**src/rtl/kfrc_pkg.sv**
```systemverilog
// shared types, constants and helpers for the k-mer flag read classifier
package kfrc_pkg;

    // counter and field widths
    localparam int COUNT_BITS = 20;
    localparam int OUT_BITS   = 20;
    localparam int K_BITS     = 6;
    localparam int R_BITS     = 16;
    localparam int PROD_BITS  = COUNT_BITS + R_BITS;
    // wide enough for twenty times a counter and for sums against k
    localparam int WIDE_BITS  = COUNT_BITS + 5;
    localparam int TIMES      = 20;

    // queue sizes
    localparam int SQ_DEPTH  = 4;
    localparam int SQ_AW     = $clog2(SQ_DEPTH);
    localparam int OUT_DEPTH = 4;
    localparam int OUT_AW    = $clog2(OUT_DEPTH);

    // register reset values
    localparam logic [K_BITS-1:0] KMER_LEN_RESET = K_BITS'(31);
    localparam logic [R_BITS-1:0] RATIO_RESET    = R_BITS'(21627);

    // register indexes
    localparam logic CFG_KMER_LEN = 1'b0;
    localparam logic CFG_RATIO    = 1'b1;

    // lookup flag codes
    localparam logic [3:0] FLAG_PAT = 4'd2;
    localparam logic [3:0] FLAG_MAT = 4'd8;

    // per-position run types
    localparam logic [1:0] RUN_NONE = 2'd0;
    localparam logic [1:0] RUN_PAT  = 2'd1;
    localparam logic [1:0] RUN_MAT  = 2'd2;

    // read classes
    localparam logic [1:0] CLASS_AMBIG = 2'd0;
    localparam logic [1:0] CLASS_PAT   = 2'd1;
    localparam logic [1:0] CLASS_MAT   = 2'd2;

    typedef logic [COUNT_BITS-1:0] count_t;

    typedef struct packed {
        logic       kmer_valid;
        logic [3:0] kmer_flag;
        logic       last;
    } item_t;

    typedef struct packed {
        logic [1:0]          read_class;
        logic [OUT_BITS-1:0] paternal_run_score;
        logic [OUT_BITS-1:0] maternal_run_score;
    } result_t;

    // totals of one finished read
    typedef struct packed {
        count_t pat_count;
        count_t mat_count;
        count_t pat_score;
        count_t mat_score;
    } summary_t;

    typedef struct packed {
        logic empty;
        logic full;
    } q_status_t;

    // saturating add of two counters
    function automatic count_t sat_add(input count_t a, input count_t b);
        logic [COUNT_BITS:0] s;
        s = {1'b0, a} + {1'b0, b};
        return s[COUNT_BITS] ? '1 : s[COUNT_BITS-1:0];
    endfunction

    // clamp a counter to the output score width
    function automatic logic [OUT_BITS-1:0] clamp_out(input count_t v);
        logic [31:0] w;
        logic [31:0] lim;
        w   = 32'(v);
        lim = (32'd1 << OUT_BITS) - 32'd1;
        return (w > lim) ? '1 : w[OUT_BITS-1:0];
    endfunction

endpackage

```
**src/rtl/kfrc_front.sv**
```systemverilog
// front end: per-base typing, flag counts, run tracking and read summary
module kfrc_front (
    input  logic                      clk,
    input  logic                      rst_n,
    input  logic                      accept,
    input  kfrc_pkg::item_t           item,
    input  logic [kfrc_pkg::K_BITS-1:0] kmer_len,
    output logic                      sum_push,
    output kfrc_pkg::summary_t        sum_data
);
    import kfrc_pkg::*;

    logic       in_read_reg, in_read_next;
    count_t     pc_reg, pc_next;
    count_t     mc_reg, mc_next;
    logic [1:0] rtype_reg, rtype_next;
    count_t     rlen_reg, rlen_next;
    count_t     ps_reg, ps_next;
    count_t     ms_reg, ms_next;

    logic [1:0]        t;
    logic              same;
    logic              close_old;
    count_t            len_n;
    logic [1:0]        type_n;
    count_t            add_p, add_m;
    count_t            pc_n, mc_n, ps_n, ms_n;
    logic [K_BITS-1:0] thr;
    count_t            thr_w;

    // run length threshold, every run qualifies for short k
    assign thr   = (kmer_len < K_BITS'(4)) ? '0 : kmer_len - K_BITS'(4);
    assign thr_w = COUNT_BITS'(thr);

    // position type from the flag
    always_comb
    begin
        t = RUN_NONE;
        if (item.kmer_valid && item.kmer_flag == FLAG_PAT)
        begin
            t = RUN_PAT;
        end
        else if (item.kmer_valid && item.kmer_flag == FLAG_MAT)
        begin
            t = RUN_MAT;
        end
    end

    // counts and run continuation
    assign pc_n  = (t == RUN_PAT) ? sat_add(pc_reg, COUNT_BITS'(1)) : pc_reg;
    assign mc_n  = (t == RUN_MAT) ? sat_add(mc_reg, COUNT_BITS'(1)) : mc_reg;
    assign same  = in_read_reg && (t == rtype_reg);
    assign len_n = same ? sat_add(rlen_reg, COUNT_BITS'(1)) : COUNT_BITS'(1);
    assign type_n = same ? rtype_reg : t;
    assign close_old = in_read_reg && !same && (rlen_reg >= thr_w);

    // each score takes at most one run per base: the closed old run or,
    // on the last base, the run that ends there
    always_comb
    begin
        add_p = '0;
        add_m = '0;
        if (close_old && rtype_reg == RUN_PAT)
        begin
            add_p = rlen_reg;
        end
        else if (item.last && type_n == RUN_PAT && len_n >= thr_w)
        begin
            add_p = len_n;
        end
        if (close_old && rtype_reg == RUN_MAT)
        begin
            add_m = rlen_reg;
        end
        else if (item.last && type_n == RUN_MAT && len_n >= thr_w)
        begin
            add_m = len_n;
        end
    end

    assign ps_n = sat_add(ps_reg, add_p);
    assign ms_n = sat_add(ms_reg, add_m);

    // summary of a finished read
    assign sum_push = accept && item.last;
    assign sum_data = '{pat_count: pc_n, mat_count: mc_n, pat_score: ps_n, mat_score: ms_n};

    // next state, cleared after the last base
    always_comb
    begin
        in_read_next = in_read_reg;
        pc_next      = pc_reg;
        mc_next      = mc_reg;
        rtype_next   = rtype_reg;
        rlen_next    = rlen_reg;
        ps_next      = ps_reg;
        ms_next      = ms_reg;
        if (accept)
        begin
            if (item.last)
            begin
                in_read_next = 1'b0;
                pc_next      = '0;
                mc_next      = '0;
                rtype_next   = RUN_NONE;
                rlen_next    = '0;
                ps_next      = '0;
                ms_next      = '0;
            end
            else
            begin
                in_read_next = 1'b1;
                pc_next      = pc_n;
                mc_next      = mc_n;
                rtype_next   = type_n;
                rlen_next    = len_n;
                ps_next      = ps_n;
                ms_next      = ms_n;
            end
        end
    end

    // state registers
    always_ff @(posedge clk or negedge rst_n)
    begin
        if (!rst_n)
        begin
            in_read_reg <= 1'b0;
            pc_reg      <= '0;
            mc_reg      <= '0;
            rtype_reg   <= RUN_NONE;
            rlen_reg    <= '0;
            ps_reg      <= '0;
            ms_reg      <= '0;
        end
        else
        begin
            in_read_reg <= in_read_next;
            pc_reg      <= pc_next;
            mc_reg      <= mc_next;
            rtype_reg   <= rtype_next;
            rlen_reg    <= rlen_next;
            ps_reg      <= ps_next;
            ms_reg      <= ms_next;
        end
    end

endmodule

```
**src/rtl/kfrc_sum_queue.sv**
```systemverilog
// short queue of read summaries between front end and back end
module kfrc_sum_queue (
    input  logic                 clk,
    input  logic                 rst_n,
    input  logic                 wr_en,
    input  kfrc_pkg::summary_t   wr_data,
    input  logic                 rd_en,
    output kfrc_pkg::summary_t   rd_data,
    output kfrc_pkg::q_status_t  status
);
    import kfrc_pkg::*;

    summary_t         mem [SQ_DEPTH];
    logic [SQ_AW-1:0] wr_ptr_reg, wr_ptr_next;
    logic [SQ_AW-1:0] rd_ptr_reg, rd_ptr_next;
    logic [SQ_AW:0]   cnt_reg, cnt_next;
    logic             do_wr, do_rd;

    assign status.empty = (cnt_reg == '0);
    assign status.full  = (cnt_reg == (SQ_AW+1)'(SQ_DEPTH));
    assign do_wr   = wr_en && !status.full;
    assign do_rd   = rd_en && !status.empty;
    assign rd_data = mem[rd_ptr_reg];

    // pointer and fill count update
    always_comb
    begin
        wr_ptr_next = do_wr ? wr_ptr_reg + SQ_AW'(1) : wr_ptr_reg;
        rd_ptr_next = do_rd ? rd_ptr_reg + SQ_AW'(1) : rd_ptr_reg;
        cnt_next    = cnt_reg;
        if (do_wr && !do_rd)
        begin
            cnt_next = cnt_reg + (SQ_AW+1)'(1);
        end
        else if (do_rd && !do_wr)
        begin
            cnt_next = cnt_reg - (SQ_AW+1)'(1);
        end
    end

    always_ff @(posedge clk or negedge rst_n)
    begin
        if (!rst_n)
        begin
            wr_ptr_reg <= '0;
            rd_ptr_reg <= '0;
            cnt_reg    <= '0;
        end
        else
        begin
            wr_ptr_reg <= wr_ptr_next;
            rd_ptr_reg <= rd_ptr_next;
            cnt_reg    <= cnt_next;
        end
    end

    // storage
    always_ff @(posedge clk)
    begin
        if (do_wr)
        begin
            mem[wr_ptr_reg] <= wr_data;
        end
    end

endmodule

```
**src/rtl/kfrc_back.sv**
```systemverilog
// back end: read classification stage and result queue
module kfrc_back (
    input  logic                        clk,
    input  logic                        rst_n,
    input  logic [kfrc_pkg::K_BITS-1:0] kmer_len,
    input  logic [kfrc_pkg::R_BITS-1:0] ratio_q16,
    input  kfrc_pkg::q_status_t         sq_status,
    input  kfrc_pkg::summary_t          sq_data,
    output logic                        sq_pop,
    output kfrc_pkg::result_t           result,
    output logic                        empty,
    input  logic                        pop
);
    import kfrc_pkg::*;

    typedef logic [WIDE_BITS-1:0] wide_t;

    // compare stage
    logic                 st_valid_reg, st_valid_next;
    logic                 st_zero_reg, st_eq_reg, st_c1_reg, st_c2_reg;
    logic                 st_big_reg, st_d1_reg, st_d2_reg;
    logic [PROD_BITS-1:0] st_pp_reg, st_pm_reg;
    count_t               st_cp_reg, st_cm_reg, st_ps_reg, st_ms_reg;

    // result queue
    result_t           omem [OUT_DEPTH];
    logic [OUT_AW-1:0] owr_ptr_reg, owr_ptr_next;
    logic [OUT_AW-1:0] ord_ptr_reg, ord_ptr_next;
    logic [OUT_AW:0]   out_cnt_reg, out_cnt_next;

    wide_t   cp_w, cm_w, ps_w, ms_w, k_w;
    logic    f_zero, f_eq, f_c1, f_c2, f_big, f_d1, f_d2;
    logic    cmp_p, cmp_m;
    logic [1:0] cls;
    result_t res;
    logic    do_pop;

    // take a summary only when the result queue has room for it
    assign sq_pop = !sq_status.empty &&
                    ((out_cnt_reg + (OUT_AW+1)'(st_valid_reg)) < (OUT_AW+1)'(OUT_DEPTH));
    assign st_valid_next = sq_pop;

    // threshold compares on the summary
    always_comb
    begin
        cp_w   = WIDE_BITS'(sq_data.pat_count);
        cm_w   = WIDE_BITS'(sq_data.mat_count);
        ps_w   = WIDE_BITS'(sq_data.pat_score);
        ms_w   = WIDE_BITS'(sq_data.mat_score);
        k_w    = WIDE_BITS'(kmer_len);
        f_zero = (ps_w == '0) && (ms_w == '0);
        f_eq   = (cp_w == cm_w);
        f_c1   = (cp_w + WIDE_BITS'(4) >= cm_w + k_w) &&
                 ((cm_w <= WIDE_BITS'(1)) || (cp_w > cm_w * WIDE_BITS'(TIMES)));
        f_c2   = (cm_w + WIDE_BITS'(4) >= cp_w + k_w) &&
                 ((cp_w <= WIDE_BITS'(1)) || (cm_w > cp_w * WIDE_BITS'(TIMES)));
        f_big  = (ps_w > k_w) && (ms_w > k_w);
        f_d1   = (ps_w + WIDE_BITS'(4) >= ms_w + k_w) &&
                 (ps_w >= ms_w * WIDE_BITS'(TIMES));
        f_d2   = (ms_w + WIDE_BITS'(4) >= ps_w + k_w) &&
                 (ms_w >= ps_w * WIDE_BITS'(TIMES));
    end

    always_ff @(posedge clk or negedge rst_n)
    begin
        if (!rst_n)
        begin
            st_valid_reg <= 1'b0;
        end
        else
        begin
            st_valid_reg <= st_valid_next;
        end
    end

    // stage payload with the ratio products
    always_ff @(posedge clk)
    begin
        if (sq_pop)
        begin
            st_zero_reg <= f_zero;
            st_eq_reg   <= f_eq;
            st_c1_reg   <= f_c1;
            st_c2_reg   <= f_c2;
            st_big_reg  <= f_big;
            st_d1_reg   <= f_d1;
            st_d2_reg   <= f_d2;
            st_pp_reg   <= PROD_BITS'(sq_data.pat_count) * PROD_BITS'(ratio_q16);
            st_pm_reg   <= PROD_BITS'(sq_data.mat_count) * PROD_BITS'(ratio_q16);
            st_cp_reg   <= sq_data.pat_count;
            st_cm_reg   <= sq_data.mat_count;
            st_ps_reg   <= sq_data.pat_score;
            st_ms_reg   <= sq_data.mat_score;
        end
    end

    // ratio tests and class decision
    assign cmp_p = st_pp_reg > {st_cm_reg, R_BITS'(0)};
    assign cmp_m = st_pm_reg > {st_cp_reg, R_BITS'(0)};

    always_comb
    begin
        cls = CLASS_AMBIG;
        if (st_zero_reg)
        begin
            if (st_eq_reg)
            begin
                cls = CLASS_AMBIG;
            end
            else if (st_c1_reg)
            begin
                cls = CLASS_PAT;
            end
            else if (st_c2_reg)
            begin
                cls = CLASS_MAT;
            end
        end
        else if (!st_big_reg)
        begin
            if (st_d1_reg && cmp_p)
            begin
                cls = CLASS_PAT;
            end
            else if (st_d2_reg && cmp_m)
            begin
                cls = CLASS_MAT;
            end
        end
    end

    assign res = '{read_class: cls,
                   paternal_run_score: clamp_out(st_ps_reg),
                   maternal_run_score: clamp_out(st_ms_reg)};

    // result queue control
    assign empty  = (out_cnt_reg == '0);
    assign do_pop = pop && !empty;
    assign result = omem[ord_ptr_reg];

    always_comb
    begin
        owr_ptr_next = st_valid_reg ? owr_ptr_reg + OUT_AW'(1) : owr_ptr_reg;
        ord_ptr_next = do_pop ? ord_ptr_reg + OUT_AW'(1) : ord_ptr_reg;
        out_cnt_next = out_cnt_reg;
        if (st_valid_reg && !do_pop)
        begin
            out_cnt_next = out_cnt_reg + (OUT_AW+1)'(1);
        end
        else if (do_pop && !st_valid_reg)
        begin
            out_cnt_next = out_cnt_reg - (OUT_AW+1)'(1);
        end
    end

    always_ff @(posedge clk or negedge rst_n)
    begin
        if (!rst_n)
        begin
            owr_ptr_reg <= '0;
            ord_ptr_reg <= '0;
            out_cnt_reg <= '0;
        end
        else
        begin
            owr_ptr_reg <= owr_ptr_next;
            ord_ptr_reg <= ord_ptr_next;
            out_cnt_reg <= out_cnt_next;
        end
    end

    always_ff @(posedge clk)
    begin
        if (st_valid_reg)
        begin
            omem[owr_ptr_reg] <= res;
        end
    end

    // queued plus in-flight results never exceed the queue
    a_no_overflow: assert property (@(posedge clk) disable iff (!rst_n)
        ((out_cnt_reg + (OUT_AW+1)'(st_valid_reg)) <= (OUT_AW+1)'(OUT_DEPTH)))
        else $error("result queue overrun");

    // a summary taken from the queue reaches the compare stage
    a_pop_to_stage: assert property (@(posedge clk) disable iff (!rst_n)
        sq_pop |=> st_valid_reg)
        else $error("summary lost between queue and stage");

    // a staged result lands in the queue when nothing leaves
    a_stage_lands: assert property (@(posedge clk) disable iff (!rst_n)
        (st_valid_reg && !(pop && !empty)) |=>
        (out_cnt_reg == $past(out_cnt_reg) + (OUT_AW+1)'(1)))
        else $error("staged result not queued");

endmodule

```
**src/rtl/kmer_flag_read_classifier_top.sv**
```systemverilog
// top level of the k-mer flag read classifier
//
//   channel   signals                         moves
//   input     push, full, item                one base position per request
//   result    empty, pop, result              one classified read per request
//   config    cfg_we, cfg_index, cfg_data     register write, no wait
//
// one base is accepted every cycle while the summary queue has room; the
// front end updates counts and runs for each accepted base
// a read's result passes from the summary queue through the compare stage
// into the result queue before it shows on the result ports
// reset clears all read state and both queues and loads the register defaults
// full rises only when the summary queue holds four unclassified reads, which
// happens when the result side stalls; the result queue holds four reads
module kmer_flag_read_classifier_top (
    input  logic                        clk,
    input  logic                        rst_n,
    input  logic                        push,
    output logic                        full,
    input  kfrc_pkg::item_t             item,
    output logic                        empty,
    input  logic                        pop,
    output kfrc_pkg::result_t           result,
    input  logic                        cfg_we,
    input  logic                        cfg_index,
    input  logic [kfrc_pkg::R_BITS-1:0] cfg_data
);
    import kfrc_pkg::*;

    logic [K_BITS-1:0] kmer_len_reg, kmer_len_next;
    logic [R_BITS-1:0] ratio_reg, ratio_next;

    logic       accept;
    logic       sum_push;
    summary_t   sum_data;
    summary_t   sq_data;
    q_status_t  sq_status;
    logic       sq_pop;

    // configuration registers
    always_comb
    begin
        kmer_len_next = kmer_len_reg;
        ratio_next    = ratio_reg;
        if (cfg_we)
        begin
            case (cfg_index)
                CFG_KMER_LEN: kmer_len_next = cfg_data[K_BITS-1:0];
                CFG_RATIO:    ratio_next    = cfg_data;
                default:      kmer_len_next = kmer_len_reg;
            endcase
        end
    end

    always_ff @(posedge clk or negedge rst_n)
    begin
        if (!rst_n)
        begin
            kmer_len_reg <= KMER_LEN_RESET;
            ratio_reg    <= RATIO_RESET;
        end
        else
        begin
            kmer_len_reg <= kmer_len_next;
            ratio_reg    <= ratio_next;
        end
    end

    // input handshake
    assign full   = sq_status.full;
    assign accept = push && !full;

    kfrc_front u_front (
        .clk      (clk),
        .rst_n    (rst_n),
        .accept   (accept),
        .item     (item),
        .kmer_len (kmer_len_reg),
        .sum_push (sum_push),
        .sum_data (sum_data)
    );

    kfrc_sum_queue u_sum_queue (
        .clk     (clk),
        .rst_n   (rst_n),
        .wr_en   (sum_push),
        .wr_data (sum_data),
        .rd_en   (sq_pop),
        .rd_data (sq_data),
        .status  (sq_status)
    );

    kfrc_back u_back (
        .clk       (clk),
        .rst_n     (rst_n),
        .kmer_len  (kmer_len_reg),
        .ratio_q16 (ratio_reg),
        .sq_status (sq_status),
        .sq_data   (sq_data),
        .sq_pop    (sq_pop),
        .result    (result),
        .empty     (empty),
        .pop       (pop)
    );

endmodule
```
**config.mk**
```make
export PLATFORM = sky130hd
export DESIGN_NAME = kmer_flag_read_classifier_top
export DESIGN_NICKNAME = d
export VERILOG_FILES = /design/src/rtl/kfrc_pkg.sv /design/src/rtl/kfrc_front.sv /design/src/rtl/kfrc_sum_queue.sv /design/src/rtl/kfrc_back.sv /design/src/rtl/kmer_flag_read_classifier_top.sv
export SDC_FILE = /design/constraint.sdc
export NUM_CORES = 2
export LEC_CHECK = 0
export BUFFER_PORTS_ARGS = -buffer_cell sky130_fd_sc_hd__buf_2
export CELL_PAD_IN_SITES_DETAIL_PLACEMENT = 0
export CELL_PAD_IN_SITES_GLOBAL_PLACEMENT = 2
export CORE_UTILIZATION = 48
export DETAILED_ROUTE_END_ITERATION = 7
export PLACE_DENSITY_LB_ADDON = 0.1
export SKIP_LAST_GASP = 1
export SLEW_MARGIN = 10
export SYNTH_ARGS = -nofsm -noshare
export SYNTH_HDL_FRONTEND = slang
export SYNTH_SLANG_ARGS = --single-unit
```
**constraint.sdc**
```tcl
create_clock -name clk -period 17.6 [get_ports clk]
set_input_delay 2.64 -clock clk [delete_from_list [all_inputs] [get_ports clk]]
set_output_delay 2.64 -clock clk [all_outputs]
set_load 0.01 [all_outputs]
```
# Yosys cells after proc, flatten, opt, wreduce, memory -nomap -nowiden
# Memory sizes are Yosys's and may differ from the RTL's.
# Cells that the tools add are included.
# Widths: inputs -> output; s select.
# totals
ff_bits,299
latch_bits,0
ram_bits,488
rom_bits,0
input_bits,28
out_inout_bits,44
elab_cells,175
n_memories,2
# memory_table
memory,depth,word_bits,read_ports,rd_ports_with_merged_regs,wr,line_no,rtl
u_sum_queue.mem,4,80,1,0,1,kfrc_sum_queue.sv:13,summary_t mem [SQ_DEPTH];
u_back.omem,4,42,1,0,1,kfrc_back.sv:26,result_t omem [OUT_DEPTH];
# op_classes
addsub,23
mul,6
div,0
n_lt_le_gt_ge,18
eq_ne,11
n_shift,0
muxes,38
bitwise,1
reduce_logical,47
# ops
operator,count
$mux 20,17
$ge 25x25->1,4
$mul 20x3->23 const B,4
$add 20x3->21 const B,4
$add 20x6->21,4
$gt 36x36->1,2
$mul 20x16->36,2
$add 20x1->21 const B,3
$ge 20x25->1,2
$gt 20x25->1,2
$add 20x20->21,2
$ge 20x6->1,2
$gt 20x6->1,2
$le 20x1->1 const B,2
$logic_not 20->1,2
$logic_and 1x1->1,29
$mux 2,11
$eq 20x20->1,1
$mux 3,4
$add 2x1->2 const B,4
$logic_not 1->1,8
$add 3x1->3 const B,2
$eq 2x1->1 const B,3
$eq 2x2->1 const B,3
16 further kinds,25

# Logic depth before layout (Yosys ltp)
# depth
word_depth,15
ltp_mapped,32
mapped_depth_nobuf,30

# Modules after synthesis
# Synthesis repeated with hierarchy kept, for this count alone.
# unflattened
cells_unflattened,6015
area_unflattened_um2,66004.6
# modules_own_cells
mod,n_inst,cells_per_inst,area_each_um2
kfrc_back,1,4463,44376.3
kfrc_sum_queue,1,454,12049.1
kfrc_front,1,1049,8648.3
kmer_flag_read_classifier_top,1,49,930.9

# Worst setup path before layout
# OpenSTA, ideal clock, no wires.
# synth_timing
path_type,register to register
from,reg u_back.st_valid_reg
to,reg u_sum_queue.cnt_reg[1]
arrival_ns,8.899
slack_ns,8.576
stages_incl_launch_ff,9
synth_period_minus_slack_ns,9.024
path_cell_list,dfrtp_1 > nand3_1 > xnor2_1 > nor2_1 > inv_1 > ha_1 > inv_1 > fa_1 > mux2_2
# synth_between
elab_chain_len,7
# synth_lines
item,line_no,rtl
start: declaration,kfrc_back.sv:19,"logic st_valid_reg, st_valid_next;"
start signal: assignment,kfrc_back.sv:72,st_valid_reg <= st_valid_next;
$add 3x1->3,kfrc_back.sv:40,((out_cnt_reg + (OUT_AW+1)'(st_valid_reg)) < (OUT_AW+1)'(OUT_DEPTH));
$lt 3x3->1,kfrc_back.sv:40,
$logic_and 1x1->1,kfrc_back.sv:39,assign sq_pop = !sq_status.empty &&
net sq_pop,kmer_flag_read_classifier_top.sv:38,logic sq_pop;
$logic_and 1x1->1,kfrc_sum_queue.sv:22,assign do_rd = rd_en && !status.empty;
$logic_not 1->1,kfrc_sum_queue.sv:31,if (do_wr && !do_rd)
$logic_and 1x1->1,kfrc_sum_queue.sv:31,
$mux 3,kfrc_sum_queue.sv:31,
net u_sum_queue.cnt_next[1],kfrc_sum_queue.sv:16,"logic [SQ_AW:0] cnt_reg, cnt_next;"
end signal: assignment,kfrc_sum_queue.sv:53,cnt_reg <= cnt_next;
end: declaration,kfrc_sum_queue.sv:16,
# The timed path passes the listed nets, and every way through them passes these cells.
# A chain may end at the register's enable or synchronous reset.

# Final worst setup path
# layout_timing
from,reg u_sum_queue.rd_ptr_reg[1]
to,"reg u_back.st_pm_reg[33], data pin"
# layout_between
elab_chain_len,2
# layout_lines
item,line_no,rtl
start: declaration,kfrc_sum_queue.sv:15,"logic [SQ_AW-1:0] rd_ptr_reg, rd_ptr_next;"
start signal: assignment,kfrc_sum_queue.sv:52,rd_ptr_reg <= rd_ptr_next;
$mem_v2 4x80,n/a,
$mul 20x16->36,kfrc_back.sv:89,st_pm_reg <= PROD_BITS'(sq_data.mat_count) * PROD_BITS'(ratio_q16);
end signal: assignment,kfrc_back.sv:89,
end: declaration,kfrc_back.sv:22,"logic [PROD_BITS-1:0] st_pp_reg, st_pm_reg;"
# No other way between the ends.

==> metrics.txt <==
Post-Syn Area per Cell=10.9 sq um; post-synthesis compound-gate area fraction=9.11%; Tightest Pin Transition=1.19 ns; multi-input logic area=38,600 sq um; Post-Syn Nets=7,178; Worst Setup Slack, final=8.77 ns; post-synthesis adder-cell area fraction=28.5%; CTS Hold Buffers Added=0; Fill cells=12,100; routed wire length=177,000 microns; Final Wtd Congestion=0.853; vias per cell=5.71; most frequent cell after synthesis=inv_1; Clk Latency, worst-skew pair=0.73 ns; Post-Synth XOR/XNOR Area=4.56%; DP HPWL=122,000 microns; root buffer cell=clkbuf_16; routed via count=44,500; crit path buf inv count=6; Iter 0 DRT Violations=2,836; Cell variety after synth=84; die area=138,000 sq um; Final Cycle Share=50.2%; top cells by count, synth=726 x inv_1, 668 x ha_1, 663 x nand2_1; ys flop type=edfxtp_1; Max FO, Critical Path=49; crit path kind=reg2reg; synth warn=0; Setup WS pre-CTS=8.23 ns; Avg WL per Cell=22.7 microns; CP delay by family, top=adder cells; DRT Pass-1 Iters=5; Post-synth EDFFs=647; post-route ant nets=0; initial antenna violation count=9; cell area after placement=67,500 sq um; post-synthesis mux area share=4.73%; TritonCTS clock tree=done; Initial Util=48.3%; final setup vio count=0; top cell type's share of synthesized area=29.7%; IO Pins=72; Mapped Area=65,400 sq um; status=finished clean; Reg area=23,000 sq um; share of synthesized registers carrying an async set or reset=17.8%; clock-pin transition on the worst setup and hold timing paths=0.06 ns; GRT Total Usage=26.3%; layout net count=7,146; Top Registers=u_sum_queue.mem: 320 flops, u_back.omem: 168 flops; Biggest register=u_sum_queue.mem; hold crit path type=reg2reg; Final Hold Fails=0; layout overhead on the synthesized area=7.84%; final setup TNS=0 ns; Seq/Total Area, Yosys=35.1%; CTS Buf Count=87; startpoint type of the worst setup path=register; Design Area, Final=70,500 sq um; Yosys reg bits=787; die width=371 microns; CTS resizes=0; max FFs per register=320; crit path capture type=register; Layout Skew=0.0495 ns; Max clock buf depth=3; layout cell share with drive strength beyond 1=8.37%; first-pass GRT wire length=274,000 microns; relative slew slack=20.8%; WP data arrival=9.34 ns; most frequent CP cell=fa_1; Synth Instances=5,970; RSZ-0062 raised after global routing=no; vias in the first global route=46,100; Clock Sinks=787; FMAX=113 MHz; largest family of logic cells by synthesized area=adder cells; core box area=135,000 sq um; chip height=371 microns; Max-cap violations=0; CP max-delay cell=dfrtp_4; CTS HTree Levels=3; row count=135; DRC viols=0; Final min period=8.83 ns; postcts setup bufs=0; largest net degree at the start of global routing=152; Simple-Gate Fraction of Synth Area=12.2%; top cell type by total area after synthesis=edfxtp_1; grt ovf=0; port bufs=71; Slew Limit Fails=0; largest cells by area after synthesis=edfxtp_1 30%, fa_1 16%, ha_1 13%, dfrtp_1 4.8%, mux4_2 4.2%; Max stage delay on crit path=0.77 ns; CP required=18.11 ns
[worst paths after layout]
kind / start / end / slack [ns] / cells after the start
setup / recovery: u_sum_queue.rd_ptr_reg[1]$_DFFE_PN0P_ / u_back.st_pm_reg[33]$_DFFE_PP_ / 8.77 / 25
hold / removal: u_sum_queue.cnt_reg[2]$_DFFE_PN0P_ / u_sum_queue.cnt_reg[2]$_DFFE_PN0P_ / 0.49 / 1
setup reg to reg: u_sum_queue.rd_ptr_reg[1]$_DFFE_PN0P_ / u_back.st_pm_reg[33]$_DFFE_PP_ / 8.77 / 25
hold reg to reg: u_sum_queue.cnt_reg[2]$_DFFE_PN0P_ / u_sum_queue.cnt_reg[2]$_DFFE_PN0P_ / 0.49 / 1
max in group asynchronous: rst_n / u_back.ord_ptr_reg[1]$_DFFE_PN0P_ / 13.60 / 3
min in group asynchronous: rst_n / u_front.pc_reg[16]$_DFFE_PN0P_ / 1.83 / 1
[final cells by class]
type                            instances  area share (%)
Timing Repair Buffer                  151            1.38
Multi-Input combinational cell       4183            54.8
Clock inverter                         39           0.733
Inverter                              728            3.88
Clock buffer                          121            3.43
Antenna cell                            1         0.00355
Tap cell                             1781            3.16
Sequential cell                       787            32.6
[metrics by stage]
stage | hold slack [ns] | std cells | utilization (%)
finish | 0.488 | 7791 | 52.1
global route | 0.500 | 7790 | 52.1
CTS | 0.493 | 7790 | 52.1
detailed placement | 0.483 | 7630 | 49.9
global placement | 0.471 | 7630 | 49.9
floorplan | 0.456 | 5970 | -
[cells by family after synthesis]
family                     count (synthesis)
and+or+nand+nor                         1609
muxes                                    153
DFF                                      787
adders and majority gates               1180
AOI/OAI and AO/OA                        901
xor gates and xnor gates                 340
buffers and inverters                   1000
[routing by layer]
layer  wire [microns]  track usage (%)  share of wire [%]  vias up
met3             8720             3.01                4.9      204
met5                0                0                  0        -
met4             4260             6.54                2.4        0
li1                 -                -                  -    20600
met1            83300             38.0                 47    22700
met2            80400             42.1                 45     1024
[cell usage in the layout (no fill, tap or decap), drive strengths merged, types with 133 or more instances in the layout]
cell type / instances
inv: 734
edfxtp: 647
a21oi: 250
buf: 151
and2: 270
ha: 668
nor2: 171
xor2: 148
fa: 512
a21o: 133
o21ai: 150
nand2: 663
xnor2: 192
Power is left out: the tool's default activity adds up to more than one toggle a clock period on the data nets, which glitch-free logic cannot reach.
